**src/rtl/rcb_pkg.sv**
```systemverilog
// Shared types and constants for the ring command buffer.
`default_nettype none

package rcb_pkg;

  // Fixed field widths.
  localparam int ACTION_W = 2;
  localparam int OFFSET_W = 12;
  localparam int DATA_W   = 8;
  localparam int AMOUNT_W = 12;
  localparam int SPACE_W  = 13;
  localparam int CFG_W    = 13;
  // Addend: offset, offset plus guard gap, or a rounded advance step.
  localparam int ADD_W    = 13;

  localparam int MIN_SIZE   = 16;
  localparam int RESET_SIZE = 4096;
  localparam int SPACE_MAX  = 8191;
  localparam int ROUND_ADD  = 3;

  // Command queue between front and back.
  localparam int Q_DEPTH = 2;
  localparam int Q_IDX_W = 1;
  localparam int Q_CNT_W = 2;

  typedef enum logic [ACTION_W-1:0] {
    ACT_WRITE  = 2'd0,
    ACT_READ   = 2'd1,
    ACT_ADV_WR = 2'd2,
    ACT_ADV_RD = 2'd3
  } act_e;

  typedef enum logic [1:0] {
    BK_IDLE,
    BK_MOD,
    BK_APPLY,
    BK_FINISH
  } back_state_e;

  typedef struct packed {
    act_e                action;
    logic                use_wp;
    logic [ADD_W-1:0]    addend;
    logic [DATA_W-1:0]   data;
    logic [AMOUNT_W-1:0] amount;
  } cmd_t;

  typedef struct packed {
    logic empty;
    logic full;
  } q_status_t;

  typedef struct packed {
    logic busy;
    logic done;
  } mod_status_t;

endpackage

`default_nettype wire

```
**src/rtl/rcb_front.sv**
```systemverilog
// Front end: input handshake and decoding of an item into a command.
`default_nettype none

module rcb_front #(
  parameter int GUARD_GAP = 4
) (
  input  wire logic                          in_valid,
  output logic                               in_ready,
  input  wire logic [rcb_pkg::ACTION_W-1:0]  action,
  input  wire logic [rcb_pkg::OFFSET_W-1:0]  byte_offset,
  input  wire logic [rcb_pkg::DATA_W-1:0]    write_byte,
  input  wire logic [rcb_pkg::AMOUNT_W-1:0]  amount,
  input  wire rcb_pkg::q_status_t            q_st,
  output logic                               push,
  output rcb_pkg::cmd_t                      push_cmd
);

  rcb_pkg::act_e               act;
  logic [rcb_pkg::ADD_W-1:0]   rounded;

  assign in_ready = !q_st.full;
  assign push     = in_valid && in_ready;
  assign act      = rcb_pkg::act_e'(action);

  // Advance steps round up to a multiple of four.
  assign rounded = (rcb_pkg::ADD_W'(amount) + rcb_pkg::ADD_W'(rcb_pkg::ROUND_ADD))
                   & ~rcb_pkg::ADD_W'(rcb_pkg::ROUND_ADD);

  // Pick the base pointer and the distance added to it.
  always_comb begin
    push_cmd.action = act;
    push_cmd.data   = write_byte;
    push_cmd.amount = amount;
    unique case (act)
      rcb_pkg::ACT_WRITE: begin
        push_cmd.use_wp = 1'b1;
        push_cmd.addend = rcb_pkg::ADD_W'(byte_offset);
      end
      rcb_pkg::ACT_READ: begin
        push_cmd.use_wp = 1'b0;
        push_cmd.addend = rcb_pkg::ADD_W'(byte_offset) + rcb_pkg::ADD_W'(GUARD_GAP);
      end
      rcb_pkg::ACT_ADV_WR: begin
        push_cmd.use_wp = 1'b1;
        push_cmd.addend = rounded;
      end
      default: begin
        push_cmd.use_wp = 1'b0;
        push_cmd.addend = rounded;
      end
    endcase
  end

endmodule

`default_nettype wire

```
**config.mk**
```make
export PLATFORM = sky130hd
export DESIGN_NAME = rcb_front
export DESIGN_NICKNAME = d
export VERILOG_FILES = /design/src/rtl/rcb_pkg.sv /design/src/rtl/rcb_front.sv
export SDC_FILE = /design/constraint.sdc
export NUM_CORES = 1
export LEC_CHECK = 0
export BUFFER_PORTS_ARGS = -buffer_cell sky130_fd_sc_hd__buf_4
export CAP_MARGIN = 20
export CORE_ASPECT_RATIO = 1.25
export CORE_MARGIN = 2
export CORE_UTILIZATION = 39
export DETAILED_ROUTE_END_ITERATION = 10
export PLACE_DENSITY = 0.95
export SETUP_SLACK_MARGIN = 0.05
export SLEW_MARGIN = 5
export SYNTH_ARGS = -nofsm -noshare
export SYNTH_HDL_FRONTEND = slang
export SYNTH_SLANG_ARGS = --single-unit
```
**constraint.sdc**
```tcl
create_clock -name vclk -period 4.25
set_input_delay 1.275 -clock vclk [all_inputs]
set_output_delay 1.275 -clock vclk [all_outputs]
set_load 0.02 [all_outputs]
```
==> impl_metrics.env <==
export IMPL_status="finished clean"
export IMPL_powerDensity_mw_per_mm2=121.1
export IMPL_track_usage_pct=16.51
export IMPL_busiest_layer="met2"
export IMPL_post_route_util_pct=56.06
export IMPL_p_switching_uw=61.84
export IMPL_power_frac_comb_pct=100.0
export IMPL_critical_path_required_ps=2970
export IMPL_grtUsageMet2_pct=33.85
export IMPL_viasPerCell=5.053
export IMPL_maxCapViolCount=0
export IMPL_min_from="write_byte[3]"
export IMPL_grt_pass1_wl_mm=2.925
export IMPL_totalWireLength_mm=1.877
export IMPL_rsz0062_at_grt="false"
export IMPL_setup_tns_ps=0
export IMPL_period_needed_ps=3715
export IMPL_ctsResizeCount=0
export IMPL_cts_setup_buffers=0
export IMPL_yosysWarnings=0
export IMPL_final_nets=171
export IMPL_dr_pass1_iters=4
export IMPL_route_detailed_drc=0
export IMPL_swShare_pct=52.86
export IMPL_grt_pass1_vias=664
export IMPL_use_met3_pct=2.827
export IMPL_leakagePower_nw=0.4503
export IMPL_placed_cells=150
export IMPL_postRouteAntennaNets=0
export IMPL_netlist_area_um2=688.2
export IMPL_setup_viol=0
export IMPL_antenna_cells=0
export IMPL_cp_max_fo=3
export IMPL_placed_area_um2=965.9
export IMPL_gr_usage_met1_pct=18.32
export IMPL_hold_path_class="input pin to primary output"
export IMPL_hold_worst_slack_ps=2550
export IMPL_place_gp_congestion=0.7763
export IMPL_peakVddDrop_mv=0.06159
export IMPL_antenna_found_initial=0
export IMPL_worstMarginPinSlew_ps=283.1
export IMPL_vias=758
export IMPL_area_growth_pct=40.36
export IMPL_synth_cell_types=21
export IMPL_hold_viol=0
export IMPL_die_width_um=41.57
export IMPL_gr_total_overflow=0
export IMPL_synth_top_area_cell="buf_4"
export IMPL_syn_area_per_cell_um2=7.022
export IMPL_final_layout_size_suffix_gt1_share_pct=49.62
export IMPL_dp_slack_ps=594.2
export IMPL_final_cells=150
export IMPL_routedWlPerCell_um=12.51
export IMPL_ys_seq_area_share_pct=0
export IMPL_syn_inst=98
export IMPL_intPower_uw=55.14
export IMPL_hold_path_depth=0
export IMPL_initialDrtViolationCount=4
export IMPL_die_area_mm2=0.002119
export IMPL_final_cell_area_um2=965.9
export IMPL_slew_headroom_pct=80.98
export IMPL_yosys_top_cells_area="buf_4 25%, xnor2_1 19%, mux2i_1 8.7%"
export IMPL_grt_max_degree=21
export IMPL_regArea_um2=0
export IMPL_multi_input_area_um2=491.7
export IMPL_path_class="input pin to primary output"
export IMPL_cp_start_kind="input pin"
export IMPL_fin_crit_sh_pct=87.42
export IMPL_clock_buffers=0
export IMPL_hold_end="push_cmd[15]"
export IMPL_fmax_ghz=0.2692
export IMPL_holdBufCountCts=0
export IMPL_netlist_area_leader_share_pct=25.09
export IMPL_clkPwrFrac_pct=0
export IMPL_coreArea_mm2=0.001723
export IMPL_fin_ws_ps=534.8
export IMPL_crit_arrival_ps=2440
export IMPL_syn_nets=136
export IMPL_initial_core_util_pct=39.94
export IMPL_std_cell_rows=17
export IMPL_seqPwrFrac_pct=0
export IMPL_finalMaxSlewViolations=0
export IMPL_fillers=167
export IMPL_flops_and_latches=0
export IMPL_dp_hpwl_mm=1.567
export IMPL_cp_end_kind="primary output"
export IMPL_io_buffer_count=58
export IMPL_fin_total_pwr_uw=117.0
export IMPL_fp_dieH_um=50.97
export IMPL_ios=75
## cells in the mapped netlist (all sizes together)
library cell,count
buf,24
xnor2,15
nor3,8
nand2,7
mux2i,6
nand3,6
nand4,5
nor2,5
inv,4
o21ai,4
a21oi,3
nor2b,3
xor2,3
clkbuf,1
ha,1
o211a,1
o211ai,1
or3,1
## cells in the final DEF (no fill, tap or decap), drive strengths merged
cell	count
o211ai	1
nor3	8
xnor2	15
o21ai	4
ha	1
nor2b	3
xor2	3
nand3	6
buf	58
a21oi	3
or3	1
nand4	5
o211a	1
nand2	7
mux2i	6
nor2	5
inv	4
## layout make-up
class | count | area share [%]
multi-input combinational | 69 | 50.91
timing repair buffer | 58 | 45.08
tap | 19 | 2.461
inverter | 4 | 1.554
## layer usage
layer  vias to the layer above  part of all wire, %
met5                         -                    0
met4                         0                 0.16
met3                         2                  9.4
met2                        47                   54
met1                       334                   37
li1                        375                    -
## cell families after synthesis
family                   count (synthesis)  synth area share, %
multiplexers                             6                8.728
AND/OR/NAND/NOR                         35                29.64
adder cells (fa/ha/maj)                  1                1.818
AO/OA/AOI/OAI                            9                8.363
XOR/XNOR                                18                22.91
buffers and inverters                   29                28.54
## how the worst max path moves through the flow
stage | start | depth (start not counted) | slack, ps | endpoint
final | byte_offset[2] | 7 | 530 | push_cmd[30]
after global placement | byte_offset[2] | 7 | 690 | push_cmd[30]
after floorplan | byte_offset[2] | 5 | 760 | push_cmd[32]
after global routing | byte_offset[2] | 7 | 440 | push_cmd[30]
after CTS | byte_offset[2] | 7 | 580 | push_cmd[30]
after detailed placement | byte_offset[2] | 7 | 590 | push_cmd[30]
## worst max-delay path, cell delays in order
cell and delay [ps]:
buf_4 100, ha_1 180, nand3_1 160, nor3_1 270
xnor2_1 130, mux2i_1 160, buf_4 170
## power by group through the flow
| stage | registers (mW) | logic, mW | clock network, mW |
|---|---|---|---|
| 2_1_floorplan | 0 | 0.0765 | 0 |
| 5_1_grt | 0 | 0.125 | 0 |
| 6_report | 0 | 0.117 | 0 |
| 4_1_cts | 0 | 0.117 | 0 |
| 3_5_place_dp | 0 | 0.117 | 0 |
| 3_3_place_gp | 0 | 0.113 | 0 |
No activity file was read; power rests on OpenSTA's default activity.
