===== src/rtl/rcb_pkg.sv =====
// Shared types and constants for the ring command buffer.
`default_nettype none

package rcb_pkg;

  // Fixed field widths.
  localparam int ACTION_W = 2;
  localparam int OFFSET_W = 12;
  localparam int DATA_W   = 8;
  localparam int AMOUNT_W = 12;
  localparam int SPACE_W  = 13;
  localparam int CFG_W    = 13;
  // Addend: offset, offset plus guard gap, or a rounded advance step.
  localparam int ADD_W    = 13;

  localparam int MIN_SIZE   = 16;
  localparam int RESET_SIZE = 4096;
  localparam int SPACE_MAX  = 8191;
  localparam int ROUND_ADD  = 3;

  // Command queue between front and back.
  localparam int Q_DEPTH = 2;
  localparam int Q_IDX_W = 1;
  localparam int Q_CNT_W = 2;

  typedef enum logic [ACTION_W-1:0] {
    ACT_WRITE  = 2'd0,
    ACT_READ   = 2'd1,
    ACT_ADV_WR = 2'd2,
    ACT_ADV_RD = 2'd3
  } act_e;

  typedef enum logic [1:0] {
    BK_IDLE,
    BK_MOD,
    BK_APPLY,
    BK_FINISH
  } back_state_e;

  typedef struct packed {
    act_e                action;
    logic                use_wp;
    logic [ADD_W-1:0]    addend;
    logic [DATA_W-1:0]   data;
    logic [AMOUNT_W-1:0] amount;
  } cmd_t;

  typedef struct packed {
    logic empty;
    logic full;
  } q_status_t;

  typedef struct packed {
    logic busy;
    logic done;
  } mod_status_t;

endpackage

`default_nettype wire


===== src/rtl/rcb_queue.sv =====
// Two-entry command queue between the front end and the back end.
`default_nettype none

module rcb_queue (
  input  wire logic               clk,
  input  wire logic               rst,
  input  wire logic               push,
  input  wire rcb_pkg::cmd_t      push_cmd,
  input  wire logic               pop,
  output rcb_pkg::cmd_t           head,
  output rcb_pkg::q_status_t      st
);

  rcb_pkg::cmd_t                entries [rcb_pkg::Q_DEPTH];
  logic [rcb_pkg::Q_IDX_W-1:0]  wr_idx;
  logic [rcb_pkg::Q_IDX_W-1:0]  rd_idx;
  logic [rcb_pkg::Q_CNT_W-1:0]  count;
  logic                         do_push;
  logic                         do_pop;

  assign st.empty = (count == '0);
  assign st.full  = (count == rcb_pkg::Q_CNT_W'(rcb_pkg::Q_DEPTH));
  assign do_push  = push && !st.full;
  assign do_pop   = pop && !st.empty;
  assign head     = entries[rd_idx];

  // Pointer and occupancy bookkeeping.
  always_ff @(posedge clk) begin
    if (rst) begin
      wr_idx <= '0;
      rd_idx <= '0;
      count  <= '0;
    end else begin
      if (do_push) wr_idx <= wr_idx + 1'b1;
      if (do_pop)  rd_idx <= rd_idx + 1'b1;
      if (do_push && !do_pop) count <= count + 1'b1;
      else if (do_pop && !do_push) count <= count - 1'b1;
    end
  end

  // Entry storage.
  always_ff @(posedge clk) begin
    if (do_push) entries[wr_idx] <= push_cmd;
  end

endmodule

`default_nettype wire


===== config.mk =====
export PLATFORM = sky130hd
export DESIGN_NAME = rcb_queue
export DESIGN_NICKNAME = d
export VERILOG_FILES = /design/src/rtl/rcb_pkg.sv /design/src/rtl/rcb_queue.sv
export SDC_FILE = /design/constraint.sdc
export NUM_CORES = 1
export LEC_CHECK = 0
export BUFFER_PORTS_ARGS = -buffer_cell sky130_fd_sc_hd__buf_4
export CORE_MARGIN = 4
export CORE_UTILIZATION = 55
export DETAILED_ROUTE_END_ITERATION = 7
export PLACE_DENSITY = 0.8
export SYNTH_ARGS = -nofsm -noshare
export SYNTH_HDL_FRONTEND = slang
export SYNTH_SLANG_ARGS = --single-unit

===== constraint.sdc =====
create_clock -name clk -period 4.7 [get_ports clk]
set_input_delay 0.94 -clock clk [delete_from_list [all_inputs] [get_ports clk]]
set_output_delay 0.94 -clock clk [all_outputs]
set_load 0.05 [all_outputs]

==> load_flow_metrics.sql <==
INSERT INTO impl_metrics (metric_group, metric, value, unit) VALUES
('global_route', 'global_route_wire_length_before_repair', '8135', 'µm'),
('global_route', 'overflow_left_after_global_routing', '0', ''),
('yosys', 'syn_area', '2808', 'µm²'),
('timing', 'fmax', '330.9', 'MHz'),
('detailed_routing', 'routed_wirelength', '5283', 'µm'),
('floorplanning', 'io-pin-count', '78', ''),
('setup_path', 'reg2reg_from', 'count[0]', ''),
('finish', 'diodes', '0', ''),
('timing', 'holdWs', '511.2', 'ps'),
('finish', 'drive_gt1_frac', '0.5746', ''),
('floorplanning', 'rows', '25', ''),
('timing', 'total_negative_setup_slacks', '0', 'ps'),
('timing', 'grt_setup_unrepaired', 'false', ''),
('global_route', 'via_count_of_the_first_global_routing_pass', '1608', ''),
('finish', 'layout.core_utilization', '0.7517', ''),
('pwr', 'maximum_vdd_ir_drop', '0.5100', 'mV'),
('floorplanning', 'fp.dieW', '79.45', 'µm'),
('floorplanning', 'placeableCoreArea', '4848', 'µm²'),
('placement', 'hpwlAfterDp', '3580', 'µm'),
('timing', 'max_slew_margin', '0.4221', ''),
('finish', 'mostFrequentLayoutCell', 'sky130_fd_sc_hd__buf_4', ''),
('clocking', 'cts_inserted_buffers', '9', ''),
('timing', 'final_max_slew_viol_count', '0', ''),
('hold_path', 'worst_hold_path_type', 'reg -> reg', ''),
('detailed_routing', 'route.antenna.remaining_nets', '0', ''),
('yosys', 'synth.net_count', '178', ''),
('placement', 'post-place-cells', '279', ''),
('clocking', 'clock_tree.root_cell', 'sky130_fd_sc_hd__clkbuf_8', ''),
('floorplanning', 'dieArea', '6312', 'µm²'),
('hold_path', 'min_delay_path_depth', '2', ''),
('clocking', 'clkLatencyLatePin', '330', 'ps'),
('yosys', 'synth.ff_latch_count', '77', ''),
('setup_path', 'crit_path_max_fanout', '22', ''),
('finish', 'post-route-cell-area', '3645', 'µm²'),
('setup_path', 'crit_chain', 'buf_4 -> mux2_2 -> buf_4', ''),
('timing', 'layout_worst_path_cycle_share', '0.6431', ''),
('finish', 'area_delta_synth_final', '29.81', '%'),
('run', 'drv_cap', '0', ''),
('clocking', 'numClockSinks', '77', ''),
('placement', 'input_output_buffers', '77', ''),
('yosys', 'synth-warning-count', '0', ''),
('detailed_routing', 'route.vias.total', '1539', ''),
('timing', 'hold_violations', '0', ''),
('yosys', 'netlist-cell-type-count', '14', ''),
('detailed_routing', 'detailedRoute.firstIterationViolations', '67', ''),
('detailed_routing', 'vias_per_cell', '5.217', ''),
('yosys', 'synth_seq_area_share', '0.8057', ''),
('setup_path', 'critical_path_required', '3760', 'ps'),
('global_route', 'grt_antenna_before_repair', '0', ''),
('finish', 'layout.cells.non_filler', '295', ''),
('detailed_routing', 'detail_route.drc_violations', '0', ''),
('setup_path', 'cp_data_arrival_time', '2080', 'ps'),
('yosys', 'synthCells', '137', ''),
('setup_path', 'critical_path.most_common_cell', 'sky130_fd_sc_hd__buf_4', ''),
('detailed_routing', 'drtPass1Iterations', '4', ''),
('setup_path', 'setup_crit_path_kind', 'reg -> out', ''),
('setup_path', 'worst-r2r-cell-count', '3', ''),
('yosys', 'synth.avg_cell_area', '20.49', 'µm²'),
('global_route', 'gr-usage-all-layers', '0.1762', ''),
('timing', 'final.setup.worst_slack', '1677', 'ps'),
('timing', 'worst_slew_pin_slew', '866.8', 'ps'),
('outcome', 'status', 'completed', ''),
('detailed_routing', 'post_drt_wl_per_cell', '17.91', 'µm'),
('clocking', 'clkSlewWorstSetupHoldPaths', '70', 'ps'),
('placement', 'placed_cell_area', '3463', 'µm²'),
('finish', 'fillers', '281', ''),
('setup_path', 'r2r-end', 'entries[1][24]', ''),
('setup_path', 'master_of_the_slowest_instance_on_the_critical_path', 'sky130_fd_sc_hd__dfxtp_1', ''),
('pwr', 'post-layout-total-power', '2.246', 'mW'),
('clocking', 'clock_tree_from_tritoncts', 'built', ''),
('clocking', 'cts_resized', '0', '');
## worst max-delay path: cells and delay by family (launching register included)
family,cells,cell delay [ps]
mux,1,390
flops,1,740
buf+inv,2,620
## registers in the layout, indices dropped and copies added (netlist names), named ones only
register and cells:
count 2, entries 72, rd_idx 1, wr_idx 1
## power breakdown
| part | total, mW | switching [mW] | internal, mW |
|---|---|---|---|
| Clock | 0.460 | 0.220 | 0.240 |
| Sequential | 0.911 | 0.0475 | 0.864 |
| Combinational | 0.874 | 0.581 | 0.293 |
| Total | 2.25 | 0.849 | 1.40 |
## logic make-up (layout without fill, tap and decap cells)
logic type	count (synthesis)	in the layout	synth area share
AOI/OAI and AO/OA	5	5	0.008911
xor gates and xnor gates	3	3	0.009360
muxes	36	36	0.1444
and+or+nand+nor	9	9	0.01649
DFF	77	77	0.8057
buffers and inverters	6	97	0.01070
adders and majority gates	1	1	0.004456
## per-layer routing
layer	share of wire	wire [µm]	global-route usage	up-vias
met5	0	0	0	-
li1	-	-	-	700
met1	0.38	2012	0.1997	769
met3	0.050	262	0.03837	9
met2	0.55	2914	0.3172	61
met4	0.018	94	0.07732	0
## area by class of cell
| class | instances | area, µm² | share of cell area |
|---|---|---|---|
| repair buffers | 79 | 593.1 | 0.1627 |
| multi-input cells | 54 | 516.7 | 0.1418 |
| inverters | 2 | 7.507 | 0.002060 |
| clock inverters | 6 | 53.80 | 0.01476 |
| flip-flops and latches | 77 | 2262 | 0.6207 |
| clock buffers | 10 | 127.6 | 0.03502 |
| well taps | 67 | 83.83 | 0.02300 |
## cells in the mapped netlist, drive strengths merged
cell | number | area share
ha | 1 | 0.0045
a21oi | 2 | 0.0036
mux2 | 36 | 0.14
inv | 2 | 0.0027
o21ai | 3 | 0.0053
edfxtp | 72 | 0.77
dfxtp | 5 | 0.036
nor2 | 5 | 0.0067
nor2b | 1 | 0.0031
or3 | 2 | 0.0045
and2 | 1 | 0.0022
xor2 | 3 | 0.0094
buf | 4 | 0.0080
## worst min path at each step
| stage | from | end | slack (ps) |
|---|---|---|---|
| 4_1_cts | wr_idx | wr_idx | 500 |
| 3_5_place_dp | wr_idx | wr_idx | 490 |
| 3_3_place_gp | wr_idx | wr_idx | 460 |
| 6_report | wr_idx | wr_idx | 510 |
| 5_1_grt | wr_idx | wr_idx | 530 |
| 2_1_floorplan | wr_idx | wr_idx | 450 |
Power figures use the tool's default switching activity.
