--- src/rtl/rcb_pkg.sv ---
// Shared types and constants for the ring command buffer.
`default_nettype none

package rcb_pkg;

  // Fixed field widths.
  localparam int ACTION_W = 2;
  localparam int OFFSET_W = 12;
  localparam int DATA_W   = 8;
  localparam int AMOUNT_W = 12;
  localparam int SPACE_W  = 13;
  localparam int CFG_W    = 13;
  // Addend: offset, offset plus guard gap, or a rounded advance step.
  localparam int ADD_W    = 13;

  localparam int MIN_SIZE   = 16;
  localparam int RESET_SIZE = 4096;
  localparam int SPACE_MAX  = 8191;
  localparam int ROUND_ADD  = 3;

  // Command queue between front and back.
  localparam int Q_DEPTH = 2;
  localparam int Q_IDX_W = 1;
  localparam int Q_CNT_W = 2;

  typedef enum logic [ACTION_W-1:0] {
    ACT_WRITE  = 2'd0,
    ACT_READ   = 2'd1,
    ACT_ADV_WR = 2'd2,
    ACT_ADV_RD = 2'd3
  } act_e;

  typedef enum logic [1:0] {
    BK_IDLE,
    BK_MOD,
    BK_APPLY,
    BK_FINISH
  } back_state_e;

  typedef struct packed {
    act_e                action;
    logic                use_wp;
    logic [ADD_W-1:0]    addend;
    logic [DATA_W-1:0]   data;
    logic [AMOUNT_W-1:0] amount;
  } cmd_t;

  typedef struct packed {
    logic empty;
    logic full;
  } q_status_t;

  typedef struct packed {
    logic busy;
    logic done;
  } mod_status_t;

endpackage

`default_nettype wire

--- src/rtl/rcb_mod.sv ---
// Bit-serial remainder unit: dividend modulo divisor, one dividend bit a cycle.
`default_nettype none

module rcb_mod #(
  parameter int DIVIDEND_W = 14,
  parameter int DIVISOR_W  = 13,
  localparam int CntW      = $clog2(DIVIDEND_W + 1)
) (
  input  wire logic                   clk,
  input  wire logic                   rst,
  input  wire logic                   start,
  input  wire logic [DIVIDEND_W-1:0]  dividend,
  input  wire logic [DIVISOR_W-1:0]   divisor,
  output rcb_pkg::mod_status_t        st,
  output logic [DIVISOR_W-1:0]        rem
);

  logic [DIVIDEND_W-1:0] quo;
  logic [DIVISOR_W-1:0]  div;
  logic [CntW-1:0]       cnt;
  logic                  busy;
  logic                  done;
  logic [DIVISOR_W:0]    trial;
  logic [DIVISOR_W:0]    diff;
  logic [DIVISOR_W-1:0]  rem_next;

  // Bring in the next dividend bit and subtract the divisor if it fits.
  assign trial    = {rem, quo[DIVIDEND_W-1]};
  assign diff     = trial - {1'b0, div};
  assign rem_next = (trial >= {1'b0, div}) ? diff[DIVISOR_W-1:0] : trial[DIVISOR_W-1:0];

  assign st.busy = busy;
  assign st.done = done;

  // Control: step counter and completion pulse.
  always_ff @(posedge clk) begin
    if (rst) begin
      busy <= 1'b0;
      done <= 1'b0;
      cnt  <= '0;
    end else begin
      done <= 1'b0;
      if (start) begin
        busy <= 1'b1;
        cnt  <= CntW'(DIVIDEND_W);
      end else if (busy) begin
        cnt <= cnt - 1'b1;
        if (cnt == CntW'(1)) begin
          busy <= 1'b0;
          done <= 1'b1;
        end
      end
    end
  end

  // Datapath: partial remainder and dividend shift register.
  always_ff @(posedge clk) begin
    if (start) begin
      quo <= dividend;
      div <= divisor;
      rem <= '0;
    end else if (busy) begin
      quo <= {quo[DIVIDEND_W-2:0], 1'b0};
      rem <= rem_next;
    end
  end

endmodule

`default_nettype wire

--- config.mk ---
export PLATFORM = sky130hd
export DESIGN_NAME = rcb_mod
export DESIGN_NICKNAME = d
export VERILOG_FILES = /design/src/rtl/rcb_pkg.sv /design/src/rtl/rcb_mod.sv
export SDC_FILE = /design/constraint.sdc
export NUM_CORES = 1
export LEC_CHECK = 0
export BUFFER_PORTS_ARGS = -buffer_cell sky130_fd_sc_hd__buf_2
export CAP_MARGIN = 10
export CORE_MARGIN = 2
export CORE_UTILIZATION = 45
export CTS_BUF_LIST = sky130_fd_sc_hd__clkbuf_16
export DETAILED_ROUTE_END_ITERATION = 7
export PLACE_DENSITY = 0.74
export SETUP_SLACK_MARGIN = 0.4
export SLEW_MARGIN = 20
export SYNTH_ARGS = -nofsm -noshare
export SYNTH_HDL_FRONTEND = slang
export SYNTH_SLANG_ARGS = --single-unit
--- constraint.sdc ---
create_clock -name clk -period 2.1 [get_ports clk]
set_input_delay 0.21 -clock clk [delete_from_list [all_inputs] [get_ports clk]]
set_output_delay 0.21 -clock clk [all_outputs]
set_load 0.05 [all_outputs]
==> results.yml, run 1 <==
critical_path:
  start_kind: "flip-flop"
  rr_startpoint: "div[0]"
  critPathArrivalTime_ns: 2.52
  cp_max_fo: 4
  r2r_end: "rem[0]"
  worstPathRequired_ns: 2.30
  rr_worst_depth: 10
  r2r_setup_slack_ns: -0.22
  crit_path_end_kind: "flip-flop"
  crit_type: "reg2reg"
place:
  hpwl_um: 4100
  dp_slack_ns: -0.223
  port_buffers: 44
  gp_congestion: 0.898
  dp_cells: 374
synth:
  netlist_area_sq_um: 2620
  synth_warnings: 0
  ys_top_cells_by_area: "edfxtp_1 (31%), dfxtp_1 (15%), ha_1 (7.2%), mux2_2 (5.6%), nor2_1 (3.4%)"
  synth-seq-cells: 46
  ys_seq_area_share_pct: 45.5
  synth_area_per_cell_sq_um: 10.4
  synth_edf_count: 27
  yosysTopAreaCell: "edfxtp_1"
  synth_cells: 253
  synth_flop_cell: "edfxtp_1"
  postSynthNetCount: 299
  netlist.area_leader.share_pct: 31.0
  synthDistinctLibCells: 53
  async_reset_ff_share_pct: 0
power:
  p_clk_share_pct: 29.5
  switching_share_pct: 32.6
  power.internal_mw: 1.82
  powerDensity_nw_per_um2: 809
  comb_power_share_pct: 29.7
  ir_drop_uv: 388
  power_frac_seq_pct: 40.8
  leakagePower_nw: 1.43
  power_mw: 2.69
  power_switching_mw: 0.877
clocking:
  cts_root_buffer: "clkbuf_16"
  htreeDepth: 2
  clk_pin_slew_ns: 0.07
  clock_latency_ns: 0.29
  cts_tree: "yes"
  cts-buffers-inserted: 5
  clock_path_buffers: 2
  clock-sinks: 46
detailed_routing:
  drc: 0
  firstDrtPassIters: 4
  drt_wl_total_um: 5950
  drtAntennaViolNets: 0
  vias: 2186
  drt_iter0_drc: 113
  wl_per_cell_um: 15.3
  routed_via_density: 5.63
timing:
  fmax_ghz: 0.431
  rsz0062_at_grt: "yes"
  hold_viol_final: 0
  setup_viol: 13
  tns_ns: -1.99
  slew_headroom_pct: 60.0
  tightest_slew_ns: 0.599
  fin_crit_sh_pct: 111
  fin_skew_ns: 0.00594
  drv_slew: 0
  finalWorstSetupSlack_ns: -0.221
  period_minus_slack_ns: 2.32
floorplan:
  ios: 45
  dieArea_sq_um: 6450
  initial_core_util_pct: 47.0
  die_h_um: 80.3
  die_w_um: 80.3
  core_area_sq_um: 5570
  placementRows: 27
global_routing:
  grtUsageTotal_pct: 19.4
  grt_pass1_wl_um: 9520
  antenna_found_initial: 0
  grt_max_degree: 31
  grt_pass1_vias: 1977
  gr-total-overflow: 0
outcome:
  violations: "negative setup slack"
  status: "complete, but fails checks"
cells_and_area:
  final_common_cell: "buf_2"
  nNetsFinal: 361
  layout-drive-gt1-share_pct: 38.3
  final_cell_mix: "buf_2 (44), edfxtp_1 (27), nor2_1 (24), buf_4 (20), inv_1 (18)"
  fin_cells: 388
  synthToLayoutAreaGrowth_pct: 27.2
  diodes: 0
run:
  maxCapViolCount: 0
hold_path:
  hold_path_class: "in2reg"
  hp-start: "divisor[8]"
  hold_path_depth: 1
  min_to: "div[8]"
-- state kept, by name, summed over array words and instances, names as in the netlist --
register  cells
done          1
quo          14
div          13
cnt           4
rem          13
busy          1
-- critical path, cell delays in order (launching register included) --
cell	delay (ns)
edfxtp_1	0.42
ha_4	0.19
fa_2	0.33
nand2b_4	0.15
a21o_4	0.22
a21oi_4	0.19
buf_4	0.14
buf_6	0.09
o21ai_4	0.05
a21o_1	0.20
a311oi_2	0.23
-- power groups by stage --
stage / Sequential, mW / Clock, mW / Combinational [mW]
finish: 1.10 / 0.795 / 0.800
global route: 1.11 / 0.844 / 0.865
CTS: 1.10 / 0.814 / 0.773
detailed placement: 1.12 / 0 / 0.746
global placement: 1.11 / 0 / 0.734
floorplan: 1.19 / 0 / 0.458
-- stage by stage --
| stage | hold slack, ns | utilization, % | instance area [sq um] |
|---|---|---|---|
| after floorplan | 0.279 | - | 2690 |
| after global placement | 0.386 | 55.2 | 3070 |
| after detailed placement | 0.388 | 55.2 | 3070 |
| after CTS | 0.0843 | 58.7 | 3270 |
| after global routing | 0.0849 | 59.8 | 3330 |
| final | 0.0888 | 59.8 | 3330 |
-- kinds of logic (layout without fill, tap and decap cells) --
logic type               count (synthesis)  count (layout)  synth area share [%]
buffers and inverters                   33              96                  5.54
AO/OA/AOI/OAI                           65              65                  18.9
AND/OR/NAND/NOR                         68              68                  12.5
multiplexers                            15              15                  6.35
adder cells (fa/ha/maj)                 16              16                  7.93
XOR/XNOR                                10              10                  3.34
flip-flops                              46              46                  45.5
-- worst max-delay path by stage --
| stage | start | end | slack, ns | cells after the start |
|---|---|---|---|---|
| floorplan | rem[0] | rem[10] | -0.05 | 9 |
| global placement | quo[13] | rem[10] | -0.1 | 10 |
| detailed placement | quo[13] | rem[7] | -0.22 | 10 |
| CTS | quo[13] | rem[4] | -0.16 | 10 |
| global route | div[0] | rem[6] | -0.30 | 9 |
| finish | div[0] | rem[0] | -0.22 | 10 |
-- metal layers --
layer / vias to the layer above / track usage, % / wire [um]
li1: 1060 / - / -
met1: 1041 / 26.8 / 2680
met2: 72 / 28.6 / 2840
met3: 13 / 4.04 / 306
met4: 0 / 9.83 / 127
met5: - / 0 / 0
-- synthesized netlist by cell type (2+ instances only) --
cell type,instances
mux2i_1,2
inv_1,20
dfxtp_1,19
mux2_2,13
o21ai_1,9
o21ai_0,5
a21o_1,4
xnor2_1,6
buf_1,3
buf_4,3
ha_1,15
nor2_1,24
a311o_1,2
nor2b_1,2
a311oi_2,4
nand3_1,12
o21bai_1,2
nand2_1,13
xor2_1,4
clkbuf_1,4
a311oi_1,6
o41ai_1,2
nor4_1,3
edfxtp_1,27
nor3_1,3
a21oi_1,15
buf_2,2
nand2b_1,4
-- layout make-up --
cell class | instances | area, sq um
Clock buffer | 5 | 125
Clock inverter | 3 | 21.3
Fill cell | 476 | 2240
Inverter | 20 | 75.1
Multi-Input combinational cell | 174 | 1370
Sequential cell | 46 | 1220
Tap cell | 72 | 90.1
Timing Repair Buffer | 68 | 424
-- what timing repair did --
action	CTS	global route
hold buffers	0	0
setup buffers	4	2
endpoints found under the setup margin	13	13
pin swaps	7	10
resized for setup	5	8
No activity file was read; power rests on OpenSTA's default activity.
==> inputs of run 2 (changes only) <==
PLACE_DENSITY = default   (was 0.74)
PLACE_DENSITY_LB_ADDON = 0.3   (was default)
==> results.yml, run 2 (synthesis results as in run 1) <==
detailed_routing:
  drt_wl_total_um: 5890
  routed_via_density: 5.46
  drt_iter0_drc: 100
  vias: 2131
  drc: 0
  firstDrtPassIters: 4
  wl_per_cell_um: 15.1
  drtAntennaViolNets: 0
cells_and_area:
  fin_cells: 390
  layout-drive-gt1-share_pct: 39.3
  diodes: 0
  synthToLayoutAreaGrowth_pct: 28.0
  regMostFlops: "quo"
  nNetsFinal: 363
  reg_top3: "quo (14), div (13), rem (13)"
  n_fill_cell: 479
  final_area_sq_um: 3350
  final_common_cell: "buf_2"
  largest_reg_flops: 14
  final_cell_mix: "buf_2 (44), edfxtp_1 (27), nor2_1 (24), buf_4 (21), inv_1 (19)"
power:
  powerDensity_nw_per_um2: 806
  ir_drop_uv: 368
  leakagePower_nw: 1.44
critical_path:
  cp_max_fo: 3
  crit_path_end_kind: "flip-flop"
  rr_worst_depth: 10
  crit_type: "reg2reg"
  start_kind: "flip-flop"
  r2r_end: "rem[10]"
  endpoint: "rem[10]"
  rr_startpoint: "div[0]"
  r2r_setup_slack_ns: -0.18
  crit_start: "div[0]"
  critPathArrivalTime_ns: 2.48
  worstPathRequired_ns: 2.30
floorplan:
  die_h_um: 80.3
  ios: 45
  core_area_sq_um: 5570
  placementRows: 27
  initial_core_util_pct: 47.0
  dieArea_sq_um: 6450
  die_w_um: 80.3
global_routing:
  gr-usage-met2_pct: 30.4
  met3_usage_pct: 2.58
  grt_max_degree: 30
  busiest_layer: "met2"
  grtUsageTotal_pct: 18.9
  grt_use_met1_pct: 26.0
  grt_pass1_vias: 2028
  antenna_found_initial: 0
  gr-total-overflow: 0
  grt_pass1_wl_um: 9470
clocking:
  htreeDepth: 2
  clk_pin_slew_ns: 0.07
  holdBufCountCts: 0
  clock-sinks: 46
  clock_path_buffers: 2
  cts-buffers-inserted: 5
  clock_latency_ns: 0.29
  cts_root_buffer: "clkbuf_16"
  cts_tree: "yes"
timing:
  rsz0062_at_grt: "yes"
  finalWorstSetupSlack_ns: -0.177
  fin_crit_sh_pct: 108
  fin_skew_ns: 0.00561
  hold_viol_final: 0
  tightest_slew_ns: 0.593
  fmax_ghz: 0.439
  period_minus_slack_ns: 2.28
  setup_viol: 13
  slew_headroom_pct: 60.4
  drv_slew: 0
outcome:
  violations: "negative setup slack"
  status: "complete, but fails checks"
place:
  port_buffers: 44
  gp_congestion: 0.922
  dp_cells: 375
  placed_area_sq_um: 3070
  hpwl_um: 3940
hold_path:
  hold_path_depth: 1
  hold_path_class: "in2reg"
run:
  maxCapViolCount: 0
## run 2: cell types whose count changed in the layout (fill, tap and decap cells not counted), sizes merged
cell,previous run,this run
inv,20,21
buf,68,70
clkinv,2,1
## run 2: final cells by class
| cell class | instances | area [sq um] | share of cell area, % |
|---|---|---|---|
| Inverter | 20 | 75.1 | 2.24 |
| Multi-Input combinational cell | 174 | 1380 | 41.1 |
| Clock buffer | 5 | 125 | 3.73 |
| Timing Repair Buffer | 70 | 434 | 13.0 |
| Tap cell | 72 | 90.1 | 2.69 |
| Sequential cell | 46 | 1220 | 36.5 |
| Clock inverter | 3 | 25.0 | 0.747 |
## run 2: per-stage QoR
step                      worst slack, ns  hold slack [ns]  power [mW]  TNS (ns)  utilization [%]
after floorplan                   -0.0497            0.279        1.65    -0.205                -
after global placement            -0.0958            0.386        1.84    -0.802             55.1
after detailed placement           -0.167            0.389        1.86     -1.60             55.1
after CTS                          -0.182           0.0903        2.70     -1.89             59.3
after global routing               -0.273           0.0899        2.84     -2.99             60.1
final                              -0.177           0.0939        2.70     -1.84             60.1
## run 2: how the worst min path moves through the flow
| stage | start | end |
|---|---|---|
| after floorplan | rst | cnt[1] |
| after global placement | divisor[7] | div[7] |
| after detailed placement | divisor[3] | div[3] |
| after CTS | divisor[4] | div[4] |
| after global routing | divisor[6] | div[6] |
| final | divisor[7] | div[7] |
## run 2: power by group
group	internal, mW	switching (mW)
registers	1.05	0.0464
logic	0.335	0.470
clock network	0.447	0.356
## run 2: critical path: stages, from the launching register on
cell and delay [ns]:
edfxtp_1 0.39, ha_2 0.21, fa_2 0.34, nand2b_4 0.15
a21o_4 0.24, a21oi_4 0.18, buf_6 0.14, buf_6 0.10
or3_4 0.11, o211ai_2 0.09, a311oi_2 0.24
## run 2: metal layers
metal	up-vias	part of all wire, %
li1	1061	-
met1	1010	46
met2	53	48
met3	7	4.7
met4	0	1.3
met5	-	0
## run 2: repair_timing
action                                 in CTS  in global routing
pin swaps                                  14                 11
resized for setup                          10                  6
gates cloned                                1                  0
endpoints found under the hold margin       0                  0
setup endpoints to repair                  13                 13
buffers inserted                            4                  2
